### src/sv/nwg_pkg.sv
// ----------------------------------------------------------------------------
// nwg_pkg
// shared types, constants and tables of the noise profile wiener gain block
// ----------------------------------------------------------------------------
package nwg_pkg;

  localparam int BINS      = 256;
  localparam int TBL_DEPTH = (BINS < 256) ? BINS : 256;
  localparam int SLOT_W    = $clog2(TBL_DEPTH);
  localparam logic [7:0] LAST_BIN = 8'((BINS <= 256) ? BINS - 1 : 255);
  localparam logic [15:0] UNITY_Q15 = 16'h8000;

  localparam logic [15:0] RST_NOISE_WEIGHT    = 16'd100;
  localparam logic [15:0] RST_NOISE_GAIN      = 16'd256;
  localparam logic [9:0]  RST_LEARNING_FRAMES = 10'd200;

  typedef enum logic [1:0] {
    REG_NOISE_WEIGHT    = 2'd0,
    REG_NOISE_GAIN      = 2'd1,
    REG_LEARNING_FRAMES = 2'd2
  } cfg_reg_e;

  typedef enum logic [1:0] {
    K_LEARN  = 2'd0,
    K_DECIDE = 2'd1,
    K_FILTER = 2'd2
  } kind_e;

  typedef logic [SLOT_W-1:0] slot_t;
  typedef slot_t slot_lut_t [256];

  typedef struct packed {
    logic [15:0] noise_weight;
    logic [15:0] noise_gain;
    logic [9:0]  lf;
  } cfg_t;

  typedef struct packed {
    kind_e       kind;
    logic [7:0]  bin;
    logic [31:0] power;
    logic        last;
  } item_t;

  typedef struct packed {
    logic        valid;
    logic [7:0]  bin;
    logic [15:0] gain;
    logic        last;
  } result_t;

  function automatic slot_lut_t gen_slot_lut();
    slot_lut_t t;
    for (int i = 0; i < 256; i++) begin
      t[i] = slot_t'(i % BINS);
    end
    return t;
  endfunction

  localparam slot_lut_t SLOT_LUT = gen_slot_lut();

endpackage

### src/sv/nwg_fifo.sv
// ----------------------------------------------------------------------------
// nwg_fifo
// short queue between the front and the back
// ----------------------------------------------------------------------------
module nwg_fifo (
  input  logic           clk_i,
  input  logic           rst_ni,
  input  logic           push_i,
  input  nwg_pkg::item_t entry_i,
  input  logic           pop_i,
  output nwg_pkg::item_t entry_o,
  output logic           full_o,
  output logic           empty_o
);
  import nwg_pkg::*;

  item_t       buf_q [4];
  logic [1:0]  wr_q, rd_q;
  logic [2:0]  cnt_q;

  assign full_o  = (cnt_q == 3'd4);
  assign empty_o = (cnt_q == 3'd0);
  assign entry_o = buf_q[rd_q];

  always_ff @(posedge clk_i) begin
    if (push_i) begin
      buf_q[wr_q] <= entry_i;
    end
  end

  always_ff @(posedge clk_i or negedge rst_ni) begin
    if (!rst_ni) begin
      wr_q  <= '0;
      rd_q  <= '0;
      cnt_q <= '0;
    end else begin
      if (push_i) wr_q <= wr_q + 2'd1;
      if (pop_i) rd_q <= rd_q + 2'd1;
      cnt_q <= cnt_q + 3'(push_i) - 3'(pop_i);
    end
  end

endmodule

### config.mk
export PLATFORM = sky130hd
export DESIGN_NAME = nwg_fifo
export DESIGN_NICKNAME = d
export VERILOG_FILES = /design/src/sv/nwg_pkg.sv /design/src/sv/nwg_fifo.sv
export SDC_FILE = /design/constraint.sdc
export NUM_CORES = 1
export LEC_CHECK = 0
export BUFFER_PORTS_ARGS = -buffer_cell sky130_fd_sc_hd__buf_4
export CORE_MARGIN = 3
export CORE_UTILIZATION = 50
export DETAILED_ROUTE_END_ITERATION = 16
export HOLD_SLACK_MARGIN = 0.08
export PLACE_DENSITY_LB_ADDON = 0.08
export SLEW_MARGIN = 20
export SYNTH_ARGS = -nofsm -noshare
export SYNTH_HDL_FRONTEND = slang
export SYNTH_SLANG_ARGS = --single-unit
### constraint.sdc
create_clock -name clk_i -period 2.1 [get_ports clk_i]
set_input_delay 0.21 -clock clk_i [delete_from_list [all_inputs] [get_ports clk_i]]
set_output_delay 0.21 -clock clk_i [all_outputs]
set_load 0.01 [all_outputs]
# Word-level counts from Yosys, hierarchy flattened
# Memories as Yosys holds them, arrays and structs flattened.
# Cells that the tools add are included.
[word_totals]
out_inout_bits = 45
ram_bits = 172
n_memories = 1
input_bits = 47
register_bits = 7
elab_cells = 12
[memory_table]
columns = ["name", "depth", "word_bits", "rd", "rd_ports_with_merged_regs", "wr", "line", "text"]
rows = [
  ["buf_q", 4, 43, 1, 0, 1, "nwg_fifo.sv:17", "item_t buf_q [4];"],
]
[classes]
n_reduce_logical = 1
eq_ne = 1
n_mux = 2
n_addsub = 4
[op_table]
columns = ["operator", "n"]
rows = [
  ["adder 2 x 1 -> 2 bit, second input constant", 2],
  ["adder 3 x 1 -> 3 bit", 1],
  ["equality test 3 bit, second input constant", 1],
  ["logical NOT 3 bit", 1],
  ["subtractor 3 x 1 -> 3 bit", 1],
  ["two-way mux 1 bit", 2],
]

# Logic depth before layout (Yosys ltp)
[depth]
depth_word = 2
depth_mapped = 6
mapped_depth_nobuf = 6

# Least setup slack after synthesis
# No wires, ideal clock.
[synth_timing]
path_kind = "register to register"
from = "reg wr_q[0]"
to = "mem buf_q[0][0] (netlist bit) (enable)"
n_path_buf = 0
stages_incl_launch_ff = 4
path_slack_ns = 0.039
arrival_time_ns = 1.656
period_less_slack_ns = 2.061
setup_ns = 0.405
t_required_ns = 1.695
cell_sequence = "dfrtp_1 > inv_1 > ha_1 > and2_1"
[synth_rtl]
columns = ["item", "line", "text"]
rows = [
  ["start, declared", "nwg_fifo.sv:18", "logic [1:0] wr_q, rd_q;"],
  ["start signal, assigned", "nwg_fifo.sv:37", "if (push_i) wr_q <= wr_q + 2'd1;"],
  ["end, declared", "nwg_fifo.sv:17", ""],
]
# No word-level cell before the write port.

==> impl_metrics.toml <==
[setup_path]
worst_setup_path_type = "flip-flop to output port"
worst_ep_required_time_ns = 1.89
startpoint_type = "flip-flop"
timing.critical_path.max_delay_family = "multiplexers"
cp.buffers_inverters = 2
r2r_slack_ns = 0.55
cp_data_arrival_time_ns = 1.82
cpMaxStageDelayCell = "sky130_fd_sc_hd__mux4_2"
cp_cell_sequence = "buf_12, mux4_2, buf_4"
kind_of_end_point_of_the_critical_path = "output port"
critical_path.max_stage_delay_ns = 0.53
worst-path-max-fanout = 13

[drt]
ant_nets = 0
route.detailed.drc = 0
wl_mm = 11.6
detail_route.iter0.violations = 224
drt_pass1_iterations = 4
dr_total_vias = 3124
wire_per_inst_um = 19.2
routed_via_density = 5.16

[synth]
post_synth_instance_area_um2 = 6650
ys_seq_elements = 179
synth_seq_area_share = 0.803
number_of_cells_produced_by_synthesis = 259
synth.yosys.warnings = 0
syn-num-nets = 313
synth_cell_type_count = 17
synth.avg_cell_area_um2 = 25.7

[pwr]
ir_worst_vdd_mv = 1.10
p_leak_nw = 3.10
power.density_nw_per_um2 = 1350
design_power_total_mw = 11.8

[global_route]
use_met2 = 0.286
wire_length_of_the_first_global_routing_pass_mm = 18.3
grt_util_met1 = 0.205
global_route.overflow_total = 0
via_count_of_the_first_global_routing_pass = 3424
grt_start_max_net_pins = 28
grtUsageTotal = 0.173
antenna_found_initial = 0
global_routing_usage_on_met3 = 0.0559
top_usage_layer = "met2"

[status]
status = "complete, no violations"

[finish]
synthToLayoutAreaGrowth_pct = 30.6
mostFrequentLayoutCells = "sky130_fd_sc_hd__edfxtp_1 (172), sky130_fd_sc_hd__buf_4 (100), sky130_fd_sc_hd__dlygate4sd3_1 (46)"
final.fill_count = 833
nNetsFinal = 475
insertedDiodeCount = 0
most_common_cell_after_layout_fill_and_taps_aside = "sky130_fd_sc_hd__edfxtp_1"
final_layout_size_suffix_gt1_frac = 0.426

[sta]
fmaxAchievable_ghz = 0.492
timing.final.crit_share = 0.968
shortest_clock_period_the_worst_path_allows_after_layout_ns = 2.03
unrepaired_setup_endpoints_after_global_routing = "true"
tightest_slew_ns = 0.437
finalClockSkew_ns = 0.00744
report.final.setup_viol = 0
worst_slew_margin_rel = 0.709
number_of_max_slew_violations_in_the_final_report = 0
fin_setup_tns_ns = 0
finalHoldViolCount = 0

[floorplanning]
io_pins = 92
die_area_um2 = 14700
start_util = 0.519
die_w_um = 121
core_area_um2 = 12800
rows = 41
chipHeight_um = 121

[placed_design]
hpwlAfterDp_mm = 7.21
gp_congestion = 0.680
placement.io_buffers = 91

[clock_tree]
cts_buffers = 17
clock_tree_from_tritoncts = "done"
h-tree-depth = 4
insertion_delay_ns = 0.43
clock_tree.root_cell = "sky130_fd_sc_hd__clkbuf_16"
max-clock-path-buffers = 2
clock_sinks = 179
clk_transition_reported_paths_ns = 0.06

[worst_hold_path]
hold_class = "input port to asynchronous set/reset pin"

[flow_run]
cap_violations = 0
cells by family after synthesis:
logic type,Yosys count,synth area share
DFF,179,0.803
buffers and inverters,16,0.0209
AOI/OAI and AO/OA,1,0.000751
and+or+nand+nor,8,0.00658
xor gates and xnor gates,5,0.00658
muxes,43,0.148
adders and majority gates,7,0.0143
through the flow:
step / utilization / hold slack (ns) / std cells / instance area (µm²) / worst slack, ns
4_1_cts: 0.678 / 0.109 / 605 / 8690 / 0.00849
3_5_place_dp: 0.593 / 0.0336 / 525 / 7610 / 0.319
6_report: 0.678 / 0.151 / 606 / 8690 / 0.0674
5_1_grt: 0.678 / 0.145 / 606 / 8690 / -0.00124
3_3_place_gp: 0.593 / 0.0332 / 525 / 7610 / 0.332
2_1_floorplan: - / -0.0856 / 259 / 6650 / 0.0394
layer usage:
layer | routed length [µm] | vias to the layer above | part of all wire
met5 | 0 | - | 0
met4 | 257 | 0 | 0.022
met3 | 607 | 19 | 0.052
met2 | 6160 | 78 | 0.53
met1 | 4620 | 1616 | 0.40
li1 | - | 1411 | -
layout make-up:
class	instances	area (µm²)	area share
clock inverter	10	130	0.0150
timing repair buffer	153	1340	0.154
tap	172	215	0.0248
sequential	179	5350	0.615
multi-input combinational	64	1160	0.134
inverter	6	22.5	0.00259
clock buffer	22	474	0.0546
Yosys cell counts:
master | count | area, µm²
sky130_fd_sc_hd__buf_12 | 4 | 80.1
sky130_fd_sc_hd__xnor2_1 | 2 | 17.5
sky130_fd_sc_hd__and2_1 | 4 | 25.0
sky130_fd_sc_hd__and3_1 | 1 | 6.26
sky130_fd_sc_hd__nand2_1 | 2 | 7.51
sky130_fd_sc_hd__fa_1 | 1 | 20.0
sky130_fd_sc_hd__mux4_1 | 5 | 131
sky130_fd_sc_hd__xor2_1 | 3 | 26.3
sky130_fd_sc_hd__nor3_1 | 1 | 5.00
sky130_fd_sc_hd__buf_2 | 5 | 25.0
sky130_fd_sc_hd__inv_1 | 6 | 22.5
sky130_fd_sc_hd__ha_1 | 6 | 75.1
sky130_fd_sc_hd__dfrtp_1 | 7 | 175
sky130_fd_sc_hd__o21ai_0 | 1 | 5.00
sky130_fd_sc_hd__mux4_2 | 38 | 856
sky130_fd_sc_hd__buf_6 | 1 | 11.3
sky130_fd_sc_hd__edfxtp_1 | 172 | 5160
state kept, by name, indices dropped and copies added, names as in the netlist:
register and count:
rd_q 2, cnt_q 3, buf_q 172, wr_q 2
final timing paths:
kind                             start            to  cells past startpoint
setup / recovery               rd_q[0]   entry_o[31]                      3
hold / removal                  rst_ni      cnt_q[0]                      2
setup reg to reg              cnt_q[0]      cnt_q[2]                      6
hold reg to reg                wr_q[0]       wr_q[0]                      1
max in group asynchronous       rst_ni       rd_q[0]                      2
min in group clk_i         entry_i[40]  buf_q[2][40]                      2
power breakdown:
group	switching (mW)	leakage (nW)	internal, mW
clock	1.22	0.296	1.95
combinational	1.63	1.14	2.00
sequential	0.270	1.66	4.69
what timing repair did:
item,4_1_cts,5_1_grt
setup endpoints to repair,34,12
pin swaps,0,0
resized for setup,3,4
endpoints found under the hold margin,183,0
buffers inserted,2,1
gates cloned,0,0
hold buffers,46,0
Power figures use the tool's default switching activity.
