[config.mk]
export PLATFORM = sky130hd
export DESIGN_NAME = nwg_front
export DESIGN_NICKNAME = d
export VERILOG_FILES = /design/src/sv/nwg_pkg.sv /design/src/sv/nwg_front.sv
export SDC_FILE = /design/constraint.sdc
export NUM_CORES = 1
export LEC_CHECK = 0
export ABC_AREA = 1
export BUFFER_PORTS_ARGS = -buffer_cell sky130_fd_sc_hd__buf_2
export CAP_MARGIN = 20
export CORE_UTILIZATION = 38
export CTS_CLUSTER_SIZE = 10
export DETAILED_ROUTE_END_ITERATION = 7
export PLACE_DENSITY_LB_ADDON = 0.05
export SLEW_MARGIN = 20
export SYNTH_ARGS = -nofsm -noshare
export SYNTH_HDL_FRONTEND = slang
export SYNTH_SLANG_ARGS = --single-unit
[constraint.sdc]
create_clock -name clk_i -period 2.15 [get_ports clk_i]
set_input_delay 0 -clock clk_i [delete_from_list [all_inputs] [get_ports clk_i]]
set_output_delay 0 -clock clk_i [all_outputs]
set_load 0.01 [all_outputs]
[src/sv/nwg_pkg.sv]
// ----------------------------------------------------------------------------
// nwg_pkg
// shared types, constants and tables of the noise profile wiener gain block
// ----------------------------------------------------------------------------
package nwg_pkg;

  localparam int BINS      = 256;
  localparam int TBL_DEPTH = (BINS < 256) ? BINS : 256;
  localparam int SLOT_W    = $clog2(TBL_DEPTH);
  localparam logic [7:0] LAST_BIN = 8'((BINS <= 256) ? BINS - 1 : 255);
  localparam logic [15:0] UNITY_Q15 = 16'h8000;

  localparam logic [15:0] RST_NOISE_WEIGHT    = 16'd100;
  localparam logic [15:0] RST_NOISE_GAIN      = 16'd256;
  localparam logic [9:0]  RST_LEARNING_FRAMES = 10'd200;

  typedef enum logic [1:0] {
    REG_NOISE_WEIGHT    = 2'd0,
    REG_NOISE_GAIN      = 2'd1,
    REG_LEARNING_FRAMES = 2'd2
  } cfg_reg_e;

  typedef enum logic [1:0] {
    K_LEARN  = 2'd0,
    K_DECIDE = 2'd1,
    K_FILTER = 2'd2
  } kind_e;

  typedef logic [SLOT_W-1:0] slot_t;
  typedef slot_t slot_lut_t [256];

  typedef struct packed {
    logic [15:0] noise_weight;
    logic [15:0] noise_gain;
    logic [9:0]  lf;
  } cfg_t;

  typedef struct packed {
    kind_e       kind;
    logic [7:0]  bin;
    logic [31:0] power;
    logic        last;
  } item_t;

  typedef struct packed {
    logic        valid;
    logic [7:0]  bin;
    logic [15:0] gain;
    logic        last;
  } result_t;

  function automatic slot_lut_t gen_slot_lut();
    slot_lut_t t;
    for (int i = 0; i < 256; i++) begin
      t[i] = slot_t'(i % BINS);
    end
    return t;
  endfunction

  localparam slot_lut_t SLOT_LUT = gen_slot_lut();

endpackage

[src/sv/nwg_front.sv]
// ----------------------------------------------------------------------------
// nwg_front
// accepts bins, tracks the frame counter and tags each bin with its phase
// ----------------------------------------------------------------------------
module nwg_front (
  input  logic          clk_i,
  input  logic          rst_ni,
  input  logic          in_valid_i,
  output logic          in_ready_o,
  input  logic [7:0]    bin_index_i,
  input  logic [31:0]   bin_power_i,
  input  logic [9:0]    lf_i,
  input  logic          q_full_i,
  output logic          push_o,
  output nwg_pkg::item_t entry_o
);
  import nwg_pkg::*;

  logic [10:0] fc_q, fc_d;
  logic [10:0] lf_ext;
  logic        last;

  assign lf_ext     = {1'b0, lf_i};
  assign last       = (bin_index_i == LAST_BIN);
  assign in_ready_o = !q_full_i;
  assign push_o     = in_valid_i && !q_full_i;

  always_comb begin
    entry_o.bin   = bin_index_i;
    entry_o.power = bin_power_i;
    entry_o.last  = last;
    if (fc_q < lf_ext) begin
      entry_o.kind = K_LEARN;
    end else if (fc_q == lf_ext) begin
      entry_o.kind = K_DECIDE;
    end else begin
      entry_o.kind = K_FILTER;
    end
    fc_d = fc_q;
    if (push_o && last) begin
      if (fc_q > lf_ext) begin
        fc_d = lf_ext + 11'd1;
      end else begin
        fc_d = fc_q + 11'd1;
      end
    end
  end

  always_ff @(posedge clk_i or negedge rst_ni) begin
    if (!rst_ni) begin
      fc_q <= '0;
    end else begin
      fc_q <= fc_d;
    end
  end

endmodule

Yosys cells after proc, flatten, opt, wreduce, memory -nomap -nowiden --
Cells that the tools add are included.
Word-level totals: output and inout port bits 45, input port bits 54, memories 0, word-level logic and storage cells 13, memory bits (writable) 0, bits in latches 0, bits in read-only memories 0, bits in registers 11
Operators by class: shifts and indexed selects 0, bitwise operators 0, div/mod/pow operators 0, multipliers 0, mux-type cells 3, order comparisons 2, reductions and logical operators 3, eq/ne operators 2, add/sub/neg operators 2
Operators with widths (number):
- $add 10x1->11 const B | 1
- $add 11x1->11 const B | 1
- $eq 11x10->1 | 1
- $gt 11x10->1 | 1
- $lt 11x10->1 | 1
- $mux 11 | 1
- $eq 8x8->1 const B | 1
- $mux 2 | 2
- $logic_and 1x1->1 | 2
- $logic_not 1->1 | 1

Logic depth before layout (Yosys ltp) --
Gate-level depths: netlist of the first run.
depth in word-level cells 3, mapped depth 19, gate-level depth less buffers 18

Worst setup path before layout of the first run --
Ideal clock, no wire load.
kind register -> register, from reg fc_q[4], to reg fc_q[8], path slack -115 ps, cell stages (with the launch flop) 17, data required time 2025 ps, arrival time 2141 ps, buffers on the path 1, period minus slack after synthesis 2265 ps, setup time 125 ps, cell sequence dfrtp_1 ha_1 nand2_1 inv_1 nand2_2 nor2_4 nand4_4 nand2_4 buf_8 nand2_2 nand2_2 ha_1 nand2_1 nor2_4 nand3_2 nand2_1 nand3_1
On the way: word-level cells in the longest chain between the ends 2, elaborated cells on any way between the ends 3, those cells by class add/sub (1); order compare (1); mux (1)
RTL lines:
- start, declared | line nwg_front.sv:19 | logic [10:0] fc_q, fc_d;
- start signal, assigned | line nwg_front.sv:51 | fc_q <= '0;
- start signal, assigned | line nwg_front.sv:53 | fc_q <= fc_d;
- $add 11x1->11 or $gt 11x10->1 (tied branches) | line nwg_front.sv:44, nwg_front.sv:41
- $mux 11 (*) | line nwg_front.sv:41 | if (fc_q > lf_ext) begin
Every way passes the cells marked *; elsewhere a longest branch is shown, timed or not. A chain may end at the register's enable or synchronous reset.

Final worst setup path of the first run --
from reg fc_q[7], to reg fc_q[8]
Same word-level chain as after synthesis.

==> out/summary.json, run 1 <==
{
  "finish": {
    "largest_registers": "fc_q (11)",
    "largest_reg_flops": 11,
    "layout_commonest_cell": "sky130_fd_sc_hd__nand2_1",
    "area_delta_synth_final_pct": 15.5,
    "post-route-util_pct": 46.3,
    "commonest_cells_after_routing_fill_and_taps_aside": "50 x sky130_fd_sc_hd__nand2_1, 34 x sky130_fd_sc_hd__buf_2, 26 x sky130_fd_sc_hd__inv_1",
    "design.final.nets": 292,
    "post_route_cells_drive_above_1_share_pct": 42.9,
    "top_register": "fc_q",
    "ant_diodes": 0,
    "fillCellCount": 408
  },
  "detailed_routing": {
    "avg_vias_per_cell": 4.68,
    "drt.antenna.violating_nets": 0,
    "first_iter_violations": 68,
    "vias": 1283,
    "drt-total-wl_microns": 3320,
    "dr.pass1.iters": 4,
    "avgRoutedWirePerCell_microns": 12.1,
    "drc": 0
  },
  "yosys": {
    "synthesis.area_sq_um": 1480,
    "synth_xor_area_share_pct": 0.593,
    "synth_area_per_cell_sq_um": 7.17,
    "fraction_of_the_mapped_netlist_area_in_compound_gates_pct": 7.54,
    "synth.area.mux_share_pct": 0,
    "post_synth_and_or_nand_nor_area_fraction_pct": 34.7,
    "seq_area_frac_synth_pct": 18.6,
    "mapped_nets": 271,
    "post_synth_fa_ha_maj_area_fraction_pct": 9.31,
    "syn_inst": 206,
    "synthesis.yosys.warnings": 0,
    "postSynthRegisterBits": 11,
    "synthDistinctLibCells": 30,
    "synth_top_family_by_area": "simple AND/OR/NAND/NOR gates"
  },
  "clocking": {
    "clock_latency_ns": 0.24,
    "cts_tree": "built",
    "clkTransAtPathRegs_ns": 0.06,
    "htree_depth": 1,
    "clock-sinks": 11,
    "clock_path_buffers": 2,
    "number_of_buffers_inserted_during_clock_tree_synthesis": 3,
    "cts.root.buffer_cell": "sky130_fd_sc_hd__clkbuf_8"
  },
  "floorplan": {
    "die_w_microns": 64.4,
    "pin_count": 99,
    "floorplan.rows": 22,
    "initial_core_util_pct": 40.1,
    "fp.dieArea_sq_um": 4140,
    "coreArea_sq_um": 3690,
    "die_height_microns": 64.4
  },
  "worst_setup_path": {
    "r2r_cells": 15,
    "setup.worst_path.end_class": "flop",
    "setup.worst_path.start_class": "flop",
    "crit_cells": 15,
    "critical_path_arrival_ns": 2.32,
    "critPathSlowestCell": "sky130_fd_sc_hd__dfrtp_1",
    "worst_path_class_setup": "reg -> reg",
    "critical_path.n_buffers_inverters": 2,
    "critical_path_peak_fanout": 6,
    "critical-path-max-stage-delay_ns": 0.40,
    "cp_top_family": "simple AND/OR/NAND/NOR gates",
    "timing.critical_path.required_ns": 2.27,
    "crit_chain": "ha_1 -> inv_1 -> nor2_1 -> nand2_2 -> nor2_4 -> nand2_2 -> nand3_4 -> nand2_4 -> buf_12 -> o21ai_4 -> nand2_4 -> nor2_4 -> nand3_2 -> nand2_1 -> nand3_1"
  },
  "global_routing": {
    "grt_use_total_pct": 16.7,
    "antenna_found_initial": 0,
    "grt-ovfl-total": 0,
    "largest_net_degree_at_the_start_of_global_routing": 14,
    "grt_first_pass_wirelength_microns": 5330,
    "via_count_of_the_first_global_routing_pass": 1207
  },
  "pwr": {
    "internal_power_mw": 0.377,
    "power.switching_mw": 0.133,
    "leakagePower_nw": 0.991,
    "comb_power_share_pct": 16.4,
    "vdd_ir_drop_max_uv": 238,
    "sw_frac_of_total_pct": 26.1,
    "seq_power_share_pct": 40.9,
    "pwr_density_cell_nw_per_um2": 299,
    "p_clk_share_pct": 42.7
  },
  "status": {
    "result_of_the_run": "complete, but fails checks",
    "violations_in_the_final_reports": "negative setup slack"
  },
  "min_path": {
    "worstHoldPathType": "in -> out",
    "holdPathStages": 0
  },
  "sta": {
    "min_setup_slack_post_route_ns": -0.0493,
    "report.final.setup_viol": 3,
    "clock_skew_ns": 0.00150,
    "timing_worst_slew_pin_value_ns": 0.294,
    "report.final.slew_viol_count": 0,
    "final_min_period_over_clock_period_pct": 102,
    "final-hold-violation-count": 0,
    "rsz_0062_raised_after_global_routing": "true",
    "slew-limit-headroom_pct": 80.4,
    "timing.fmax_mhz": 455,
    "fin_hold_ws_ns": 0.00000446,
    "timing.final.crit_period_ns": 2.20
  },
  "placed_design": {
    "hpwl_after_detailed_placement_microns": 2730,
    "port_buffers": 34,
    "gp_congestion": 0.851
  },
  "job": {
    "maxCapViolations": 0
  }
}
logic make-up after synthesis:
kind of cell / after synthesis
and+or+nand+nor: 95
buffers and inverters: 71
AOI/OAI and AO/OA: 17
xor gates and xnor gates: 1
DFF: 11
adders and majority gates: 11
layout make-up:
class                           instances  area [sq um]  share of cell area, %
Clock buffer                            4          45.0                   2.64
Inverter                               28           105                   6.16
Timing Repair Buffer                   59           373                   21.8
Tap cell                               48          60.1                   3.52
Sequential cell                        11           275                   16.1
Multi-Input combinational cell        124           848                   49.7
cell usage after synthesis:
| master | instances | area [sq um] |
|---|---|---|
| sky130_fd_sc_hd__or2_0 | 1 | 6.26 |
| sky130_fd_sc_hd__clkbuf_1 | 1 | 3.75 |
| sky130_fd_sc_hd__nand4_1 | 3 | 18.8 |
| sky130_fd_sc_hd__nand2_4 | 3 | 33.8 |
| sky130_fd_sc_hd__nand4_4 | 1 | 21.3 |
| sky130_fd_sc_hd__nand3_4 | 2 | 35.0 |
| sky130_fd_sc_hd__o21bai_1 | 1 | 7.51 |
| sky130_fd_sc_hd__a21oi_2 | 1 | 8.76 |
| sky130_fd_sc_hd__nand2_2 | 8 | 50.1 |
| sky130_fd_sc_hd__nand3b_1 | 1 | 7.51 |
| sky130_fd_sc_hd__ha_1 | 11 | 138 |
| sky130_fd_sc_hd__nor2_8 | 1 | 20.0 |
| sky130_fd_sc_hd__buf_4 | 41 | 308 |
| sky130_fd_sc_hd__inv_2 | 2 | 7.51 |
| sky130_fd_sc_hd__o21ai_2 | 2 | 17.5 |
| sky130_fd_sc_hd__nand3_2 | 1 | 10.0 |
| sky130_fd_sc_hd__nand3_1 | 12 | 60.1 |
| sky130_fd_sc_hd__o21ai_1 | 2 | 10.0 |
| sky130_fd_sc_hd__nor2_4 | 2 | 22.5 |
| sky130_fd_sc_hd__buf_8 | 1 | 15.0 |
| sky130_fd_sc_hd__nor2_1 | 5 | 18.8 |
| sky130_fd_sc_hd__o21ai_4 | 1 | 16.3 |
| sky130_fd_sc_hd__a21oi_1 | 4 | 20.0 |
| sky130_fd_sc_hd__dfrtp_1 | 11 | 275 |
| sky130_fd_sc_hd__xor2_1 | 1 | 8.76 |
| sky130_fd_sc_hd__nand2_1 | 54 | 203 |
| sky130_fd_sc_hd__or2_2 | 1 | 6.26 |
| sky130_fd_sc_hd__o21ai_0 | 5 | 25.0 |
| sky130_fd_sc_hd__inv_1 | 26 | 97.6 |
| sky130_fd_sc_hd__a31oi_1 | 1 | 6.26 |
worst paths after layout:
check | start | to | slack (ns)
max in group asynchronous | rst_ni | fc_q[5] | 1.75
worst max-delay path | fc_q[7] | fc_q[8] | -0.05
min in group asynchronous | rst_ni | fc_q[2] | 0.17
worst min register to register | fc_q[10] | fc_q[10] | 0.53
worst min-delay path | bin_power_i[16] | entry_o[17] | 0.000004
worst max register to register | fc_q[7] | fc_q[8] | -0.05
what timing repair did:
item                                   in CTS  in global routing
pin swaps                                   2                  2
setup buffers                               0                  1
setup endpoints to repair                   8                  9
gates cloned                                0                  0
endpoints found under the hold margin      11                  0
gates resized for setup                     3                  8
hold buffers                                1                  0
per-layer routing:
metal	GRT usage, %	vias up	part of all wire (%)
met3	4.82	14	7.8
met4	4.44	0	1.4
met5	0	-	0
met2	30.8	58	51
met1	18.5	565	40
li1	-	646	-
metrics by stage:
stage / TNS, ns / cells / setup slack [ns] / power (mW) / instance area [sq um]
4_1_cts: -0.232 / 273 / -0.0544 / 0.517 / 1660
2_1_floorplan: -0.00109 / 206 / -0.00109 / 0.319 / 1500
6_report: -0.0708 / 274 / -0.0493 / 0.510 / 1710
3_3_place_gp: -0.237 / 268 / -0.0679 / 0.292 / 1590
3_5_place_dp: -0.379 / 268 / -0.0808 / 0.293 / 1590
5_1_grt: -1.03 / 274 / -0.158 / 0.539 / 1710
power groups by stage:
stage               combinational (mW)  sequential, mW  clock (mW)
detailed placement              0.0807           0.213           0
finish                          0.0837           0.209       0.218
global route                    0.0934           0.209       0.237
CTS                             0.0833           0.209       0.225
global placement                0.0794           0.213           0
floorplan                        0.106           0.212           0
(Power assumes the default switching activity.)
==> inputs of run 2 (changes only) <==
CTS_BUF_LIST = sky130_fd_sc_hd__clkbuf_16   (was default)
PLACE_DENSITY = 0.77   (was default)
PLACE_DENSITY_LB_ADDON = default   (was 0.05)
==> out/summary.json, run 2 (synthesized netlist as in run 1, its figures left out) <==
{
  "pwr": {
    "vdd_ir_drop_max_uv": 211,
    "pwr_density_cell_nw_per_um2": 356,
    "leakagePower_nw": 1.05
  },
  "floorplan": {
    "initial_core_util_pct": 40.1,
    "pin_count": 99,
    "floorplan.rows": 22,
    "die_height_microns": 64.4,
    "coreArea_sq_um": 3690,
    "die_w_microns": 64.4,
    "fp.dieArea_sq_um": 4140
  },
  "worst_setup_path": {
    "critical_path.n_buffers_inverters": 1,
    "crit_chain": "ha_1 -> inv_2 -> nor2_2 -> nand2_2 -> nor2_4 -> nand4_4 -> nand2_4 -> nand2_2 -> nand2_2 -> ha_4 -> nand2_4 -> nor2_4 -> nand3_2 -> nand2_1 -> nand3_1",
    "cp_top_family": "simple AND/OR/NAND/NOR gates",
    "worst_path_class_setup": "reg -> reg",
    "r2r_start": "fc_q[7]",
    "timing.critical_path.required_ns": 2.28,
    "setup.worst_path.start_class": "flop",
    "critical-path-max-stage-delay_ns": 0.38,
    "critical-path-top-cell-by-count": "sky130_fd_sc_hd__nand2_2",
    "setup.worst_path.start": "fc_q[7]",
    "critical_path_peak_fanout": 5,
    "critPathSlowestCell": "sky130_fd_sc_hd__dfrtp_1",
    "critical_path_arrival_ns": 2.37,
    "setup.worst_path.end_class": "flop"
  },
  "sta": {
    "clock_skew_ns": 0.00338,
    "timing.final.crit_period_ns": 2.24,
    "rsz_0062_raised_after_global_routing": "true",
    "fin_hold_ws_ns": 0.00000446,
    "final_min_period_over_clock_period_pct": 104,
    "report.final.slew_viol_count": 0,
    "final-hold-violation-count": 0,
    "timing_worst_slew_pin_value_ns": 0.320,
    "timing.fmax_mhz": 447,
    "slew-limit-headroom_pct": 78.6,
    "report.final.setup_viol": 7,
    "min_setup_slack_post_route_ns": -0.0888
  },
  "finish": {
    "post_route_cells_drive_above_1_share_pct": 48.3,
    "layout_commonest_cell": "sky130_fd_sc_hd__nand2_1",
    "area_taken_by_multi_input_logic_gates_sq_um": 881,
    "fillCellCount": 363,
    "ff_latch_area_sq_um": 275,
    "design.final.nets": 296,
    "area_delta_synth_final_pct": 23.0,
    "largest_registers": "fc_q (11)",
    "top_register": "fc_q",
    "ant_diodes": 0,
    "largest_reg_flops": 11,
    "commonest_cells_after_routing_fill_and_taps_aside": "43 x sky130_fd_sc_hd__nand2_1, 34 x sky130_fd_sc_hd__buf_2, 26 x sky130_fd_sc_hd__inv_1",
    "post-route-util_pct": 49.3
  },
  "detailed_routing": {
    "avg_vias_per_cell": 4.62,
    "drt.antenna.violating_nets": 0,
    "vias": 1283,
    "drc": 0,
    "avgRoutedWirePerCell_microns": 11.8,
    "drt-total-wl_microns": 3270,
    "dr.pass1.iters": 4,
    "first_iter_violations": 34
  },
  "placed_design": {
    "hpwl_after_detailed_placement_microns": 2490,
    "gp_congestion": 0.821,
    "port_buffers": 34
  },
  "global_routing": {
    "grt_first_pass_wirelength_microns": 5060,
    "antenna_found_initial": 0,
    "grt.met3_usage_pct": 4.46,
    "largest_net_degree_at_the_start_of_global_routing": 12,
    "grt_use_total_pct": 16.5,
    "grtUsageMet1_pct": 18.0,
    "via_count_of_the_first_global_routing_pass": 1161,
    "groute.layer.met2.usage_pct": 28.6,
    "grt-ovfl-total": 0,
    "globalRoute.busiestLayer": "met2"
  },
  "min_path": {
    "worstHoldPathType": "in -> out",
    "hold_path.startpoint": "bin_power_i[21]"
  },
  "clocking": {
    "htree_depth": 1,
    "clkTransAtPathRegs_ns": 0.04,
    "cts_tree": "built",
    "clock-sinks": 11,
    "number_of_buffers_inserted_during_clock_tree_synthesis": 3,
    "cts.root.buffer_cell": "sky130_fd_sc_hd__clkbuf_16",
    "clock_path_buffers": 2,
    "clock_latency_ns": 0.25
  },
  "status": {
    "result_of_the_run": "complete, but fails checks",
    "violations_in_the_final_reports": "negative setup slack"
  },
  "job": {
    "maxCapViolations": 0
  }
}
-- run 2: layout make-up --
class                           count  area share [%]
Multi-Input combinational cell    124            48.5
Timing Repair Buffer               63            23.0
Sequential cell                    11            15.1
Inverter                           28            5.78
Clock buffer                        3            4.13
Tap cell                           48            3.30
Clock inverter                      1           0.206
-- run 2: worst reg2reg max path, stage by stage, from the launching register on --
cell and delay [ns]:
sky130_fd_sc_hd__dfrtp_1 0.38, sky130_fd_sc_hd__ha_1 0.30, sky130_fd_sc_hd__inv_2 0.04, sky130_fd_sc_hd__nor2_2 0.08
sky130_fd_sc_hd__nand2_2 0.08, sky130_fd_sc_hd__nor2_4 0.16, sky130_fd_sc_hd__nand4_4 0.14, sky130_fd_sc_hd__nand2_4 0.15
sky130_fd_sc_hd__nand2_2 0.08, sky130_fd_sc_hd__nand2_2 0.11, sky130_fd_sc_hd__ha_4 0.16, sky130_fd_sc_hd__nand2_4 0.07
sky130_fd_sc_hd__nor2_4 0.17, sky130_fd_sc_hd__nand3_2 0.10, sky130_fd_sc_hd__nand2_1 0.06, sky130_fd_sc_hd__nand3_1 0.06
-- run 2: stage by stage --
stage               total power [mW]  cells  area (sq um)  setup WS [ns]  setup TNS [ns]
floorplan                      0.319    206          1500       -0.00109        -0.00109
global placement               0.292    269          1590        -0.0461         -0.0743
detailed placement             0.295    269          1590        -0.0663          -0.221
CTS                            0.650    275          1710        -0.0656          -0.185
global route                   0.678    278          1820         -0.273           -1.81
finish                         0.648    278          1820        -0.0888          -0.338
-- run 2: path summary, 6_finish.rpt --
| path | end | slack, ns | cells after the start |
|---|---|---|---|
| min | entry_o[22] | 0.000004 | 0 |
| min reg2reg | fc_q[10] | 0.54 | 2 |
| max | fc_q[8] | -0.09 | 15 |
| min in group asynchronous | fc_q[5] | 0.17 | 2 |
| max in group asynchronous | fc_q[1] | 1.76 | 2 |
| max reg2reg | fc_q[8] | -0.09 | 15 |
-- run 2: report_power, final --
| part | total (mW) | internal (mW) | switching (mW) |
|---|---|---|---|
| Combinational | 0.0878 | 0.0407 | 0.0471 |
| Sequential | 0.210 | 0.209 | 0.00106 |
| Clock | 0.350 | 0.245 | 0.105 |
-- run 2: what timing repair did --
item / CTS / global route
hold endpoints to repair: 11 / 0
resized for setup: 5 / 22
buffers inserted: 1 / 3
pin swaps: 2 / 14
setup endpoints to repair: 8 / 9
hold buffers: 1 / 0
-- run 2: metal layers --
metal / share of wire (%) / routed length, microns
met1: 43 / 1400
met2: 49 / 1600
met3: 6.1 / 200
met4: 2.1 / 70
met5: 0 / 0
